==> src/hdl/ntp_seconds_to_bcd_datetime_defines.svh <==
// assertion macros shared by the block, clocked on clk and disabled in reset
`ifndef NTP_SECONDS_TO_BCD_DATETIME_DEFINES_SVH
`define NTP_SECONDS_TO_BCD_DATETIME_DEFINES_SVH

// same-cycle implication
`define NSBD_ASSERT_NOW(lbl, ante, cons, msg) \
  lbl: assert property (@(posedge clk) disable iff (!rst_n) (ante) |-> (cons)) \
    else $error(msg);

// next-cycle implication
`define NSBD_ASSERT_NEXT(lbl, ante, cons, msg) \
  lbl: assert property (@(posedge clk) disable iff (!rst_n) (ante) |=> (cons)) \
    else $error(msg);

`endif

==> src/hdl/nsbd_pkg.sv <==
`default_nettype none

package nsbd_pkg;

  // stream widths, whole bytes
  localparam int IN_DATA_W  = 88;
  localparam int OUT_DATA_W = 48;

  localparam int QUEUE_DEPTH_DEF = 4;

  // input field positions in in_tdata
  localparam int IN_MODE_LSB   = 0;
  localparam int IN_STRAT_LSB  = 8;
  localparam int IN_LEN_LSB    = 16;
  localparam int IN_PORT_LSB   = 32;
  localparam int IN_MATCH_BIT  = 48;
  localparam int IN_TS_LSB     = 49;

  localparam logic [31:0] NTP_UNIX_DELTA  = 32'd2208988800;
  // four whole weeks keep the local seconds non-negative
  localparam logic [33:0] WEEK_BIAS_SECS  = 34'd2419200;
  // -10800 s, utc-3
  localparam logic [16:0] TZ_RESET        = 17'h1D5D0;
  localparam logic [2:0]  NTP_MODE_SERVER = 3'h4;
  localparam logic [15:0] NTP_SERVER_PORT = 16'd123;
  localparam logic [15:0] NTP_PKT_LEN     = 16'd48;

  // register index, taken from paddr[2]
  localparam logic REG_TZ_OFFSET = 1'b0;

  typedef struct packed {
    logic        ok;
    logic [32:0] secs;
  } q_entry_t;

  typedef struct packed {
    logic full;
    logic avail;
  } q_stat_t;

endpackage

`default_nettype wire

==> src/hdl/nsbd_front.sv <==
`default_nettype none

module nsbd_front import nsbd_pkg::*; (
  input  logic                 in_tvalid,
  output logic                 in_tready,
  // mode_byte, stratum, packet_length, source_port, source_matches, transmit_seconds
  input  logic [IN_DATA_W-1:0] in_tdata,
  input  logic [16:0]          tz_offset,
  input  q_stat_t              q_stat,
  output logic                 push,
  output q_entry_t             entry
);

  logic [2:0]  mode;
  logic [7:0]  stratum;
  logic [15:0] pkt_len;
  logic [15:0] src_port;
  logic        src_match;
  logic [31:0] tx_secs;
  logic [31:0] unix_secs;
  logic [33:0] local_sum;

  assign mode      = in_tdata[IN_MODE_LSB +: 3];
  assign stratum   = in_tdata[IN_STRAT_LSB +: 8];
  assign pkt_len   = in_tdata[IN_LEN_LSB +: 16];
  assign src_port  = in_tdata[IN_PORT_LSB +: 16];
  assign src_match = in_tdata[IN_MATCH_BIT];
  assign tx_secs   = in_tdata[IN_TS_LSB +: 32];

  assign in_tready = !q_stat.full;
  assign push      = in_tvalid && !q_stat.full;

  // era shift wraps in 32 bits, offset and bias add without wrap
  assign unix_secs = tx_secs - NTP_UNIX_DELTA;
  assign local_sum = {2'b00, unix_secs} + {{17{tz_offset[16]}}, tz_offset} + WEEK_BIAS_SECS;

  always_comb begin
    entry.ok   = src_match && (src_port == NTP_SERVER_PORT) && (pkt_len == NTP_PKT_LEN) &&
                 (mode == NTP_MODE_SERVER) && (stratum != 8'd0);
    entry.secs = local_sum[32:0];
  end

endmodule

`default_nettype wire

==> src/hdl/nsbd_queue.sv <==
`default_nettype none
`include "ntp_seconds_to_bcd_datetime_defines.svh"

module nsbd_queue import nsbd_pkg::*; #(
  parameter int DEPTH = QUEUE_DEPTH_DEF
) (
  input  logic     clk,
  input  logic     rst_n,
  input  logic     push,
  input  q_entry_t push_data,
  input  logic     pop,
  output q_entry_t head,
  output q_stat_t  q_stat
);

  localparam int PTR_W = (DEPTH > 1) ? $clog2(DEPTH) : 1;
  localparam int CNT_W = $clog2(DEPTH + 1);

  q_entry_t         slot_r [DEPTH];
  logic [PTR_W-1:0] wr_ptr_r, wr_ptr_nxt;
  logic [PTR_W-1:0] rd_ptr_r, rd_ptr_nxt;
  logic [CNT_W-1:0] cnt_r, cnt_nxt;

  assign head         = slot_r[rd_ptr_r];
  assign q_stat.full  = (cnt_r == CNT_W'(DEPTH));
  assign q_stat.avail = (cnt_r != '0);

  always_comb begin
    wr_ptr_nxt = wr_ptr_r;
    rd_ptr_nxt = rd_ptr_r;
    cnt_nxt    = cnt_r;
    if (push) begin
      wr_ptr_nxt = (wr_ptr_r == PTR_W'(DEPTH - 1)) ? '0 : wr_ptr_r + PTR_W'(1);
    end
    if (pop) begin
      rd_ptr_nxt = (rd_ptr_r == PTR_W'(DEPTH - 1)) ? '0 : rd_ptr_r + PTR_W'(1);
    end
    if (push && !pop) begin
      cnt_nxt = cnt_r + CNT_W'(1);
    end else if (pop && !push) begin
      cnt_nxt = cnt_r - CNT_W'(1);
    end
  end

  always_ff @(posedge clk) begin
    if (!rst_n) begin
      wr_ptr_r <= '0;
      rd_ptr_r <= '0;
      cnt_r    <= '0;
    end else begin
      wr_ptr_r <= wr_ptr_nxt;
      rd_ptr_r <= rd_ptr_nxt;
      cnt_r    <= cnt_nxt;
    end
  end

  always_ff @(posedge clk) begin
    if (push) begin
      slot_r[wr_ptr_r] <= push_data;
    end
  end

  `NSBD_ASSERT_NOW(a_cnt_bound, 1'b1, cnt_r <= CNT_W'(DEPTH), "queue count beyond depth")
  `NSBD_ASSERT_NEXT(a_cnt_up, push && !pop, cnt_r == $past(cnt_r) + CNT_W'(1), "lost push")
  `NSBD_ASSERT_NOW(a_pop_avail, pop, cnt_r != '0, "pop from empty queue")

endmodule

`default_nettype wire

==> src/hdl/nsbd_back.sv <==
`default_nettype none
`include "ntp_seconds_to_bcd_datetime_defines.svh"

module nsbd_back import nsbd_pkg::*; (
  input  logic                  clk,
  input  logic                  rst_n,
  input  q_stat_t               q_stat,
  input  q_entry_t              head,
  output logic                  pop,
  output logic                  out_tvalid,
  input  logic                  out_tready,
  // bcd_seconds, bcd_minutes, bcd_hours, bcd_weekday, bcd_date, bcd_month, bcd_year
  output logic [OUT_DATA_W-1:0] out_tdata,
  // valid_res
  output logic                  out_tuser
);

  localparam int NSTG   = 11;
  localparam int FLD_W  = 42;
  localparam int WD_LSB = 20;

  typedef struct packed {
    logic        ok;
    logic [25:0] q1;
    logic [6:0]  lo7;
    logic [15:0] day;
    logic [16:0] sod;
    logic [17:0] doe;
    logic        era;
    logic [16:0] wdx;
    logic [13:0] q7;
    logic [4:0]  hrs;
    logic [6:0]  d1460;
    logic [2:0]  d36524;
    logic        d146096;
    logic [2:0]  wd;
    logic [11:0] remh;
    logic [17:0] num;
    logic [5:0]  mins;
    logic [8:0]  yoe;
    logic [5:0]  secs;
    logic [1:0]  yoe100;
    logic [11:0] yr_full;
    logic [8:0]  doy;
    logic [3:0]  mp;
    logic [4:0]  date;
    logic [3:0]  mon;
    logic [4:0]  yq;
    logic [6:0]  yr;
  } bk_t;

  // packed bcd of a value below 100
  function automatic logic [7:0] to_bcd(input logic [6:0] v);
    logic [17:0] p;
    logic [3:0]  tens;
    p    = 18'(v) * 18'd205;
    tens = p[14:11];
    return {tens, 4'(v - 7'(tens) * 7'd10)};
  endfunction

  // days before month mp, march based
  function automatic logic [8:0] month_ofs(input logic [3:0] mp);
    logic [8:0] r;
    case (mp)
      4'd0:    r = 9'd0;
      4'd1:    r = 9'd31;
      4'd2:    r = 9'd61;
      4'd3:    r = 9'd92;
      4'd4:    r = 9'd122;
      4'd5:    r = 9'd153;
      4'd6:    r = 9'd184;
      4'd7:    r = 9'd214;
      4'd8:    r = 9'd245;
      4'd9:    r = 9'd275;
      4'd10:   r = 9'd306;
      4'd11:   r = 9'd337;
      default: r = 9'd0;
    endcase
    return r;
  endfunction

  logic            adv;
  logic [NSTG-1:0] vld_r, vld_nxt;
  logic            out_vld_r, out_vld_nxt;
  logic            out_ok_r, out_ok_nxt;
  logic [FLD_W-1:0] out_fld_r, out_fld_nxt;

  bk_t s1_r, s1_nxt, s2_r, s2_nxt, s3_r, s3_nxt, s4_r, s4_nxt;
  bk_t s5_r, s5_nxt, s6_r, s6_nxt, s7_r, s7_nxt, s8_r, s8_nxt;
  bk_t s9_r, s9_nxt, s10_r, s10_nxt, s11_r, s11_nxt;

  logic [52:0] p_day;
  logic [25:0] r675;
  logic [35:0] p_wd;
  logic [25:0] p_hrs;
  logic [31:0] p_1460;
  logic [16:0] r_hrs;
  logic [19:0] p_min;
  logic [35:0] p_yoe;
  logic [15:0] p_100;
  logic [17:0] doy_sub;
  logic [10:0] x5;
  logic [21:0] p_mp;
  logic [23:0] p_yq;

  assign adv = !out_vld_r || out_tready;
  assign pop = adv && q_stat.avail;

  // day number: divide by 128 then by 675 via reciprocal
  always_comb begin
    s1_nxt     = '0;
    s1_nxt.ok  = head.ok;
    s1_nxt.q1  = head.secs[32:7];
    s1_nxt.lo7 = head.secs[6:0];
    p_day      = 53'(head.secs[32:7]) * 53'd101806633;
    s1_nxt.day = p_day[51:36];
  end

  // second of day, era split, weekday quotient
  always_comb begin
    s2_nxt     = s1_r;
    r675       = s1_r.q1 - 26'(s1_r.day) * 26'd675;
    s2_nxt.sod = {r675[9:0], s1_r.lo7};
    s2_nxt.era = (s1_r.day >= 16'd11045);
    s2_nxt.doe = (s1_r.day >= 16'd11045) ? 18'(s1_r.day) - 18'd11045
                                         : 18'(s1_r.day) + 18'd135052;
    s2_nxt.wdx = 17'(s1_r.day) + 17'd4;
    p_wd       = 36'(17'(s1_r.day) + 17'd4) * 36'd74899;
    s2_nxt.q7  = p_wd[32:19];
  end

  always_comb begin
    s3_nxt         = s2_r;
    p_hrs          = 26'(s2_r.sod[16:4]) * 26'd4661;
    s3_nxt.hrs     = p_hrs[24:20];
    p_1460         = 32'(s2_r.doe[17:2]) * 32'd45965;
    s3_nxt.d1460   = p_1460[30:24];
    s3_nxt.d36524  = 3'(s2_r.doe >= 18'd36524) + 3'(s2_r.doe >= 18'd73048) +
                     3'(s2_r.doe >= 18'd109572) + 3'(s2_r.doe >= 18'd146096);
    s3_nxt.d146096 = (s2_r.doe == 18'd146096);
    s3_nxt.wd      = 3'(s2_r.wdx - 17'(s2_r.q7) * 17'd7);
  end

  always_comb begin
    s4_nxt      = s3_r;
    r_hrs       = s3_r.sod - 17'(s3_r.hrs) * 17'd3600;
    s4_nxt.remh = r_hrs[11:0];
    s4_nxt.num  = s3_r.doe - 18'(s3_r.d1460) + 18'(s3_r.d36524) - 18'(s3_r.d146096);
  end

  always_comb begin
    s5_nxt      = s4_r;
    p_min       = 20'(s4_r.remh[11:2]) * 20'd1093;
    s5_nxt.mins = p_min[19:14];
    p_yoe       = 36'(s4_r.num) * 36'd183861;
    s5_nxt.yoe  = p_yoe[34:26];
  end

  always_comb begin
    s6_nxt         = s5_r;
    s6_nxt.secs    = 6'(s5_r.remh - 12'(s5_r.mins) * 12'd60);
    p_100          = 16'(s5_r.yoe) * 16'd82;
    s6_nxt.yoe100  = p_100[14:13];
    s6_nxt.yr_full = 12'(s5_r.yoe) + (s5_r.era ? 12'd2000 : 12'd1600);
  end

  always_comb begin
    s7_nxt     = s6_r;
    doy_sub    = 18'(s6_r.yoe) * 18'd365 + 18'(s6_r.yoe[8:2]) - 18'(s6_r.yoe100);
    s7_nxt.doy = 9'(s6_r.doe - doy_sub);
  end

  always_comb begin
    s8_nxt    = s7_r;
    x5        = 11'(s7_r.doy) * 11'd5 + 11'd2;
    p_mp      = 22'(x5) * 22'd1714;
    s8_nxt.mp = p_mp[21:18];
  end

  // january and february belong to the next year
  always_comb begin
    s9_nxt         = s8_r;
    s9_nxt.date    = 5'(s8_r.doy - month_ofs(s8_r.mp) + 9'd1);
    s9_nxt.mon     = (s8_r.mp < 4'd10) ? s8_r.mp + 4'd3 : s8_r.mp - 4'd9;
    s9_nxt.yr_full = s8_r.yr_full + 12'(s8_r.mp >= 4'd10);
  end

  always_comb begin
    s10_nxt    = s9_r;
    p_yq       = 24'(s9_r.yr_full) * 24'd1311;
    s10_nxt.yq = p_yq[21:17];
  end

  always_comb begin
    s11_nxt    = s10_r;
    s11_nxt.yr = 7'(s10_r.yr_full - 12'(s10_r.yq) * 12'd100);
  end

  // rejected replies leave every field at zero
  always_comb begin
    out_ok_nxt  = s11_r.ok;
    out_fld_nxt = '0;
    if (s11_r.ok) begin
      out_fld_nxt = {to_bcd(s11_r.yr),
                     5'(to_bcd(7'(s11_r.mon))),
                     6'(to_bcd(7'(s11_r.date))),
                     s11_r.wd + 3'd1,
                     6'(to_bcd(7'(s11_r.hrs))),
                     7'(to_bcd(7'(s11_r.mins))),
                     7'(to_bcd(7'(s11_r.secs)))};
    end
    vld_nxt     = {vld_r[NSTG-2:0], pop};
    out_vld_nxt = vld_r[NSTG-1];
  end

  always_ff @(posedge clk) begin
    if (!rst_n) begin
      vld_r     <= '0;
      out_vld_r <= 1'b0;
    end else if (adv) begin
      vld_r     <= vld_nxt;
      out_vld_r <= out_vld_nxt;
    end
  end

  always_ff @(posedge clk) begin
    if (adv) begin
      s1_r      <= s1_nxt;
      s2_r      <= s2_nxt;
      s3_r      <= s3_nxt;
      s4_r      <= s4_nxt;
      s5_r      <= s5_nxt;
      s6_r      <= s6_nxt;
      s7_r      <= s7_nxt;
      s8_r      <= s8_nxt;
      s9_r      <= s9_nxt;
      s10_r     <= s10_nxt;
      s11_r     <= s11_nxt;
      out_ok_r  <= out_ok_nxt;
      out_fld_r <= out_fld_nxt;
    end
  end

  assign out_tvalid = out_vld_r;
  assign out_tuser  = out_ok_r;
  assign out_tdata  = {{(OUT_DATA_W - FLD_W){1'b0}}, out_fld_r};

  `NSBD_ASSERT_NOW(a_wday_range, out_vld_r && out_ok_r, out_fld_r[WD_LSB +: 3] != 3'd0, "weekday zero")
  `NSBD_ASSERT_NEXT(a_pop_enters, pop, vld_r[0], "popped item missing from pipeline")
  `NSBD_ASSERT_NEXT(a_stall_holds, !adv, $stable(vld_r), "pipeline moved while stalled")

endmodule

`default_nettype wire

==> src/hdl/ntp_seconds_to_bcd_datetime.sv <==
// results pass a queue slot, the conversion stages and the output register
// throughput: one reply per cycle while unstalled, set by the 11-stage conversion pipeline
// a 4-entry queue lets the input side run on while the result side is stalled
// reset: synchronous on rst_n low, empties queue and pipeline, sets offset to -10800 s
`default_nettype none

module ntp_seconds_to_bcd_datetime import nsbd_pkg::*; #(
  parameter int QUEUE_DEPTH = QUEUE_DEPTH_DEF
) (
  input  logic                  clk,
  input  logic                  rst_n,
  // input channel
  input  logic                  in_tvalid,
  output logic                  in_tready,
  // mode_byte[7:0], stratum[15:8], packet_length[31:16], source_port[47:32],
  // source_matches[48], transmit_seconds[80:49], zero fill above
  input  logic [IN_DATA_W-1:0]  in_tdata,
  // result channel
  output logic                  out_tvalid,
  input  logic                  out_tready,
  // bcd_seconds[6:0], bcd_minutes[13:7], bcd_hours[19:14], bcd_weekday[22:20],
  // bcd_date[28:23], bcd_month[33:29], bcd_year[41:34], zero fill above
  output logic [OUT_DATA_W-1:0] out_tdata,
  // valid_res
  output logic                  out_tuser,
  // configuration port
  input  logic                  cfg_psel,
  input  logic                  cfg_penable,
  input  logic                  cfg_pwrite,
  input  logic [2:0]            cfg_paddr,
  input  logic [31:0]           cfg_pwdata,
  output logic [31:0]           cfg_prdata,
  output logic                  cfg_pready
);

  // timezone offset, two's complement seconds
  logic [16:0] tz_r, tz_nxt;
  logic        cfg_wr;

  q_stat_t  q_stat;
  q_entry_t push_data;
  q_entry_t head;
  logic     push;
  logic     pop;

  // zero wait states, register decoded on the word address
  assign cfg_pready = 1'b1;
  assign cfg_wr     = cfg_psel && cfg_penable && cfg_pwrite;
  assign cfg_prdata = (cfg_paddr[2] == REG_TZ_OFFSET) ? {15'd0, tz_r} : 32'd0;

  always_comb begin
    tz_nxt = tz_r;
    if (cfg_wr && (cfg_paddr[2] == REG_TZ_OFFSET)) begin
      tz_nxt = cfg_pwdata[16:0];
    end
  end

  always_ff @(posedge clk) begin
    if (!rst_n) begin
      tz_r <= TZ_RESET;
    end else begin
      tz_r <= tz_nxt;
    end
  end

  // front: header check and local seconds, one transfer per cycle while the queue is not full
  nsbd_front u_front (
    .in_tvalid (in_tvalid),
    .in_tready (in_tready),
    .in_tdata  (in_tdata),
    .tz_offset (tz_r),
    .q_stat    (q_stat),
    .push      (push),
    .entry     (push_data)
  );

  // decoupling queue between the front and the conversion pipeline
  nsbd_queue #(
    .DEPTH (QUEUE_DEPTH)
  ) u_queue (
    .clk       (clk),
    .rst_n     (rst_n),
    .push      (push),
    .push_data (push_data),
    .pop       (pop),
    .head      (head),
    .q_stat    (q_stat)
  );

  // back: calendar split and bcd packing, stalls as a whole on out_tready
  nsbd_back u_back (
    .clk        (clk),
    .rst_n      (rst_n),
    .q_stat     (q_stat),
    .head       (head),
    .pop        (pop),
    .out_tvalid (out_tvalid),
    .out_tready (out_tready),
    .out_tdata  (out_tdata),
    .out_tuser  (out_tuser)
  );

endmodule

`default_nettype wire

==> config.mk <==
export PLATFORM = sky130hd
export DESIGN_NAME = ntp_seconds_to_bcd_datetime
export DESIGN_NICKNAME = d
export VERILOG_FILES = /design/src/hdl/nsbd_pkg.sv /design/src/hdl/nsbd_front.sv /design/src/hdl/nsbd_queue.sv /design/src/hdl/nsbd_back.sv /design/src/hdl/ntp_seconds_to_bcd_datetime.sv
export VERILOG_INCLUDE_DIRS = /design/src /design/src/hdl
export SDC_FILE = /design/constraint.sdc
export NUM_CORES = 2
export LEC_CHECK = 0
export BUFFER_PORTS_ARGS = -buffer_cell sky130_fd_sc_hd__buf_2
export CORE_MARGIN = 8
export CORE_UTILIZATION = 60
export CTS_BUF_LIST = sky130_fd_sc_hd__clkbuf_2
export CTS_CLUSTER_SIZE = 30
export DETAILED_ROUTE_END_ITERATION = 8
export PLACE_DENSITY = 0.86
export SLEW_MARGIN = 0
export SYNTH_ARGS = -nofsm -noshare
export SYNTH_HDL_FRONTEND = slang
export SYNTH_SLANG_ARGS = --single-unit
export TNS_END_PERCENT = 100
==> constraint.sdc <==
create_clock -name clk -period 46.3 [get_ports clk]
set_input_delay 4.63 -clock clk [delete_from_list [all_inputs] [get_ports clk]]
set_output_delay 4.63 -clock clk [all_outputs]
set_load 0.03 [all_outputs]
After elaboration in Yosys (flattened, before gate mapping)
Memories as Yosys holds them, arrays and structs flattened. A register that Yosys moved wholly into a read port is not among the register bits.
Index checks and enable logic that the tools add are counted.
- ROM bits: 144
- memory bits (writable): 136
- output and inout bits: 84
- register bits after elaboration: 565
- memories kept: 2
- word-level logic and storage cells: 207
- reductions and logical operators: 19
- mux-type cells: 13
- multiply operators: 28
- eq/ne operators: 7
- bitwise logic cells: 1
- $lt $le $gt $ge: 7
- $add $sub $neg: 39
- memory list (name ; depth ; bits a word ; read ports ; clocked after memory_dff ; write ports ; line ; source):
    (name not given) ; 16 ; 9 ; 1 ; 1 ; 0 ; nsbd_back.sv:64 ; case (mp)
    u_queue.slot_r ; 4 ; 34 ; 1 ; 1 ; 1 ; nsbd_queue.sv:19 ; q_entry_t slot_r [DEPTH];
- operator list (kind ; number):
    $mul A26 B27 Y52 const B ; 1
    $ge A18 B17 Y1 const B ; 2
    $mul A36 B17 Y33 const B ; 1
    $mul A18 B18 Y35 const B ; 1
    $add A33 B17 Y33 ; 1
    $add A33 B22 Y33 const B ; 1
    $sub A32 B32 Y32 const B ; 1
    $mul A16 B16 Y31 const B ; 1
    $mul A6 B8 Y14 const B ; 2
    $mul A5 B8 Y13 const B ; 2
    $mul A13 B13 Y25 const B ; 1
    $sub A4 B4 Y4 ; 6
    $mul A12 B11 Y22 const B ; 1
    $mul A11 B10 Y21 const B ; 1
    $mul A10 B11 Y20 const B ; 1
    $add A16 B18 Y18 const B ; 1
    $add A18 B3 Y18 ; 1
    $eq A18 B18 Y1 const B ; 1
    $ge A18 B16 Y1 const B ; 1
    $ge A18 B18 Y1 const B ; 1
    $mux W18 ; 1
    $sub A18 B1 Y18 ; 1
    $sub A18 B7 Y18 ; 1
    $add A16 B3 Y17 const B ; 1
    56 further kinds ; 82

Logic depth before layout (Yosys ltp)
- depth after elaboration: 7
- mapped depth: 31

Modules after synthesis
From an unflattened synthesis, not the netlist that was laid out.
- cells, all modules: 5423
- area total of the unflattened synthesis: 65062.4 µm²
- modules (own cells, without submodules) (module ; cells an instance ; instances ; area each (µm²)):
    nsbd_back ; 4743 ; 1 ; 56070.0
    nsbd_queue ; 222 ; 1 ; 5413.9
    nsbd_front ; 348 ; 1 ; 2587.5
    ntp_seconds_to_bcd_datetime ; 110 ; 1 ; 991.0

Least setup slack after synthesis
Ideal clock, no wire load.
- path kind: input -> register
- from: input out_tready
- to: register with a tool-made name
- stages on the path: 6
- arrival time: 21069 ps
- buffers on the path: 1
- library setup time: 117 ps
- path slack: 25114 ps
- cell sequence: nor2b_1 -> clkinv_1 -> clkbuf_1 -> o21ai_1 -> ha_1 -> a22o_1
- RTL lines (what ; line ; source):
    start, declared ; ntp_seconds_to_bcd_datetime.sv:20 ; input logic out_tready,

Worst setup path in the final report
- from: input cfg_paddr[2]
- to: output cfg_prdata[5]
- word-level cells in the longest chain between the ends: 1
- RTL lines (what ; line ; source):
    start, declared ; ntp_seconds_to_bcd_datetime.sv:30 ; input logic [2:0] cfg_paddr,
    $mux W17 ; ntp_seconds_to_bcd_datetime.sv:49 ; assign cfg_prdata = (cfg_paddr[2] == REG_TZ_OFFSET) ? {15'd0, tz_r} : 32'd0;
    end, declared ; ntp_seconds_to_bcd_datetime.sv:32 ; output logic [31:0] cfg_prdata,
Every way passes these cells.

==> qor.yml <==
outcome:
  status: "finished clean"
worst_hold_path:
  hp-start: "u_back.s1_r[204]$_DFFE_PN_"
  hold_path.class: "flop to flop"
  min_to: "u_back.s2_r[171]$_DFFE_PN_"
  worstHoldPathCells: 0
floorplan:
  initial_core_util_pct: 60.2
  die_width_um: 346
  die_area_sq_um: 119000
  rows: 121
  die_y_um: 346
  core_area_sq_um: 108000
  ios: 214
cells_and_area:
  areaGrowthSynthToFinish_pct: 6.23
  layout-drive-gt1-share_pct: 8.74
  fin_nets: 7937
clocking:
  clk_latency_ns: 1.40
  cts_tree: "done"
  cts_buffers: 171
  ctsHoldBuffers: 0
  htree_levels: 4
  cts_sinks: 693
  clk_pin_slew_ns: 0.10
  postCtsSetupRepairBufs: 0
  clockBufferDepth: 3
  root_buffer: "clkbuf_2"
  post_cts_resize_count: 0
critical_path:
  r2r_slack_ns: 38.12
  cp-end-kind: "output port"
  reg2reg_depth: 23
  arrival_ns: 5.20
  worst_ep_required_time_ns: 41.67
  crit_type: "input pin to output port"
  crit_path_max_fanout: 19
  r2r-end: "u_back.s1_r[200]$_DFFE_PN_"
  worstSetupStartpointType: "input pin"
place:
  hpwl_mm: 97.4
  pre_cts_slack_ns: 36.48
  routabilityCongestion: 0.899
  port_buffers: 162
global_routing:
  grt_pass1_wl_mm: 205
  grt_use_total_pct: 20.6
  grt_max_degree: 109
  grt_overflow: 0
  grt_pass1_vias: 43600
  antenna_found_initial: 2
sta:
  worst_pin_slew_ns: 1.25
  setup_tns_ns: 0
  post-route-period-util_pct: 21.2
  skew_ns: 0.0977
  period_needed_ns: 9.83
  fmax_mhz: 102
  max_slew_margin_pct: 14.6
  finalSetupViolCount: 0
  setup_slack_ns: 36.47
  hold_viol_final: 0
  rsz0062_at_grt: "no"
  finalMaxSlewViolations: 0
drt:
  drc: 0
  ant_nets: 0
  drtIter0Drc: 1927
  wire_per_inst_um: 16.4
  firstDrtPassIters: 5
  viasPerCell: 5.39
  num_vias: 39700
  drt_wl_total_mm: 120
run:
  drv_cap: 0
yosys:
  synth-seq-cells: 693
  synth_warnings: 0
  async_reset_ff_share_pct: 0
  syn_inst: 5491
  synthFlopType: "edfxtp_1"
  seq_area_frac_synth_pct: 31.3
  synth_edf_count: 650
  syn_area_sq_um: 65200
  synth.distinct_cells: 86
  syn_area_per_cell_sq_um: 11.9
[how the worst max path moves through the flow]
stage | from | to | depth (start not counted)
final | cfg_paddr[2] | cfg_prdata[5] | 3
after global routing | cfg_paddr[2] | cfg_prdata[4] | 3
after CTS | cfg_paddr[2] | cfg_prdata[5] | 3
after detailed placement | cfg_paddr[2] | cfg_prdata[5] | 3
after global placement | cfg_paddr[2] | cfg_prdata[1] | 3
after floorplan | out_tready | flop | 6
[critical path, stage by stage]
cell and delay (ns):
buf_2 0.20, nor2b_1 0.15, buf_2 0.21
[area by class of cell]
| cell class | count | area (sq um) |
|---|---|---|
| repair buffers | 179 | 938 |
| well taps | 1414 | 1770 |
| diodes | 11 | 27.5 |
| clock inverters | 60 | 329 |
| multi-input cells | 3480 | 39800 |
| clock buffers | 244 | 1220 |
| inverters | 1280 | 4810 |
| fillers | 7766 | 39000 |
| flip-flops and latches | 693 | 20400 |
[logic make-up (layout without fill, tap and decap cells)]
group / count (synthesis) / after routing / share of synthesized area (%)
adders and majority gates: 2002 / 2002 / 45.6
buffers and inverters: 1338 / 1763 / 7.85
DFF: 693 / 693 / 31.3
and+or+nand+nor: 588 / 588 / 4.47
AOI/OAI and AO/OA: 528 / 528 / 5.41
xor gates and xnor gates: 299 / 299 / 4.13
muxes: 41 / 41 / 1.28
other: 2 / 33 / 0.0115
[cells in the final DEF (no fill, tap or decap), drive strengths merged, types with 30 or more instances in the layout]
cell    instances
a21o          103
a21oi         146
buf           179
clkbuf        244
clkinv         53
dfxtp          43
edfxtp        650
fa            621
ha           1381
inv          1284
mux4           34
nand2         164
nand3          55
nor2          139
nor2b          37
nor3           30
o21ai          82
xnor2         213
xor2           81
[metal layers]
layer / track usage [%] / vias up / routed length (um)
met5: 0 / - / 0
met4: 6.96 / 0 / 3260
met3: 3.27 / 250 / 5210
met2: 37.5 / 865 / 62400
met1: 24.8 / 19500 / 49500
li1: - / 19000 / -
[synthesized netlist by cell type (28+ instances only)]
cell | count | area share, %
nand3_1 | 55 | 0.42
dfxtp_1 | 43 | 1.3
o21ai_0 | 51 | 0.39
mux4_2 | 34 | 1.2
nor2_1 | 139 | 0.80
ha_1 | 1381 | 27
nand2_1 | 164 | 0.94
a21o_1 | 103 | 1.2
inv_1 | 1275 | 7.3
o21ai_1 | 30 | 0.23
edfxtp_1 | 650 | 30
nor2b_1 | 37 | 0.36
a21oi_1 | 146 | 1.1
xnor2_1 | 213 | 2.9
nor3_1 | 30 | 0.23
clkbuf_1 | 28 | 0.16
fa_1 | 621 | 19
xor2_1 | 81 | 1.1
[per-stage QoR]
step	util, %	cells	hold WS (ns)	area, sq um
finish	64.0	7361	0.360	69200
global route	64.0	7361	0.327	69200
CTS	63.9	7350	0.335	69200
detailed placement	62.5	7046	0.405	67700
global placement	62.5	7046	0.400	67700
floorplan	-	5511	0.400	65300
[state kept, by name, summed over array words and instances (netlist names), named ones only]
| register | count |
|---|---|
| tz_r | 17 |
| u_back.out_fld_r | 42 |
| u_back.out_ok_nxt | 1 |
| u_back.out_tuser | 1 |
| u_back.out_tvalid | 1 |
| u_back.s10_nxt | 42 |
| u_back.s10_r | 42 |
| u_back.s11_r | 36 |
| u_back.s1_r | 34 |
| u_back.s2_r | 43 |
| u_back.s3_r | 51 |
| u_back.s4_r | 49 |
| u_back.s5_r | 40 |
| u_back.s6_r | 49 |
| u_back.s7_r | 42 |
| u_back.s8_r | 42 |
| u_back.vld_r | 11 |
| u_queue.cnt_r | 3 |
| u_queue.rd_ptr_r | 2 |
| u_queue.slot_r | 136 |
| u_queue.wr_ptr_r | 2 |
Power is not shown: default switching activity piles up to over one toggle a cycle in this logic, so the estimate is an artifact.
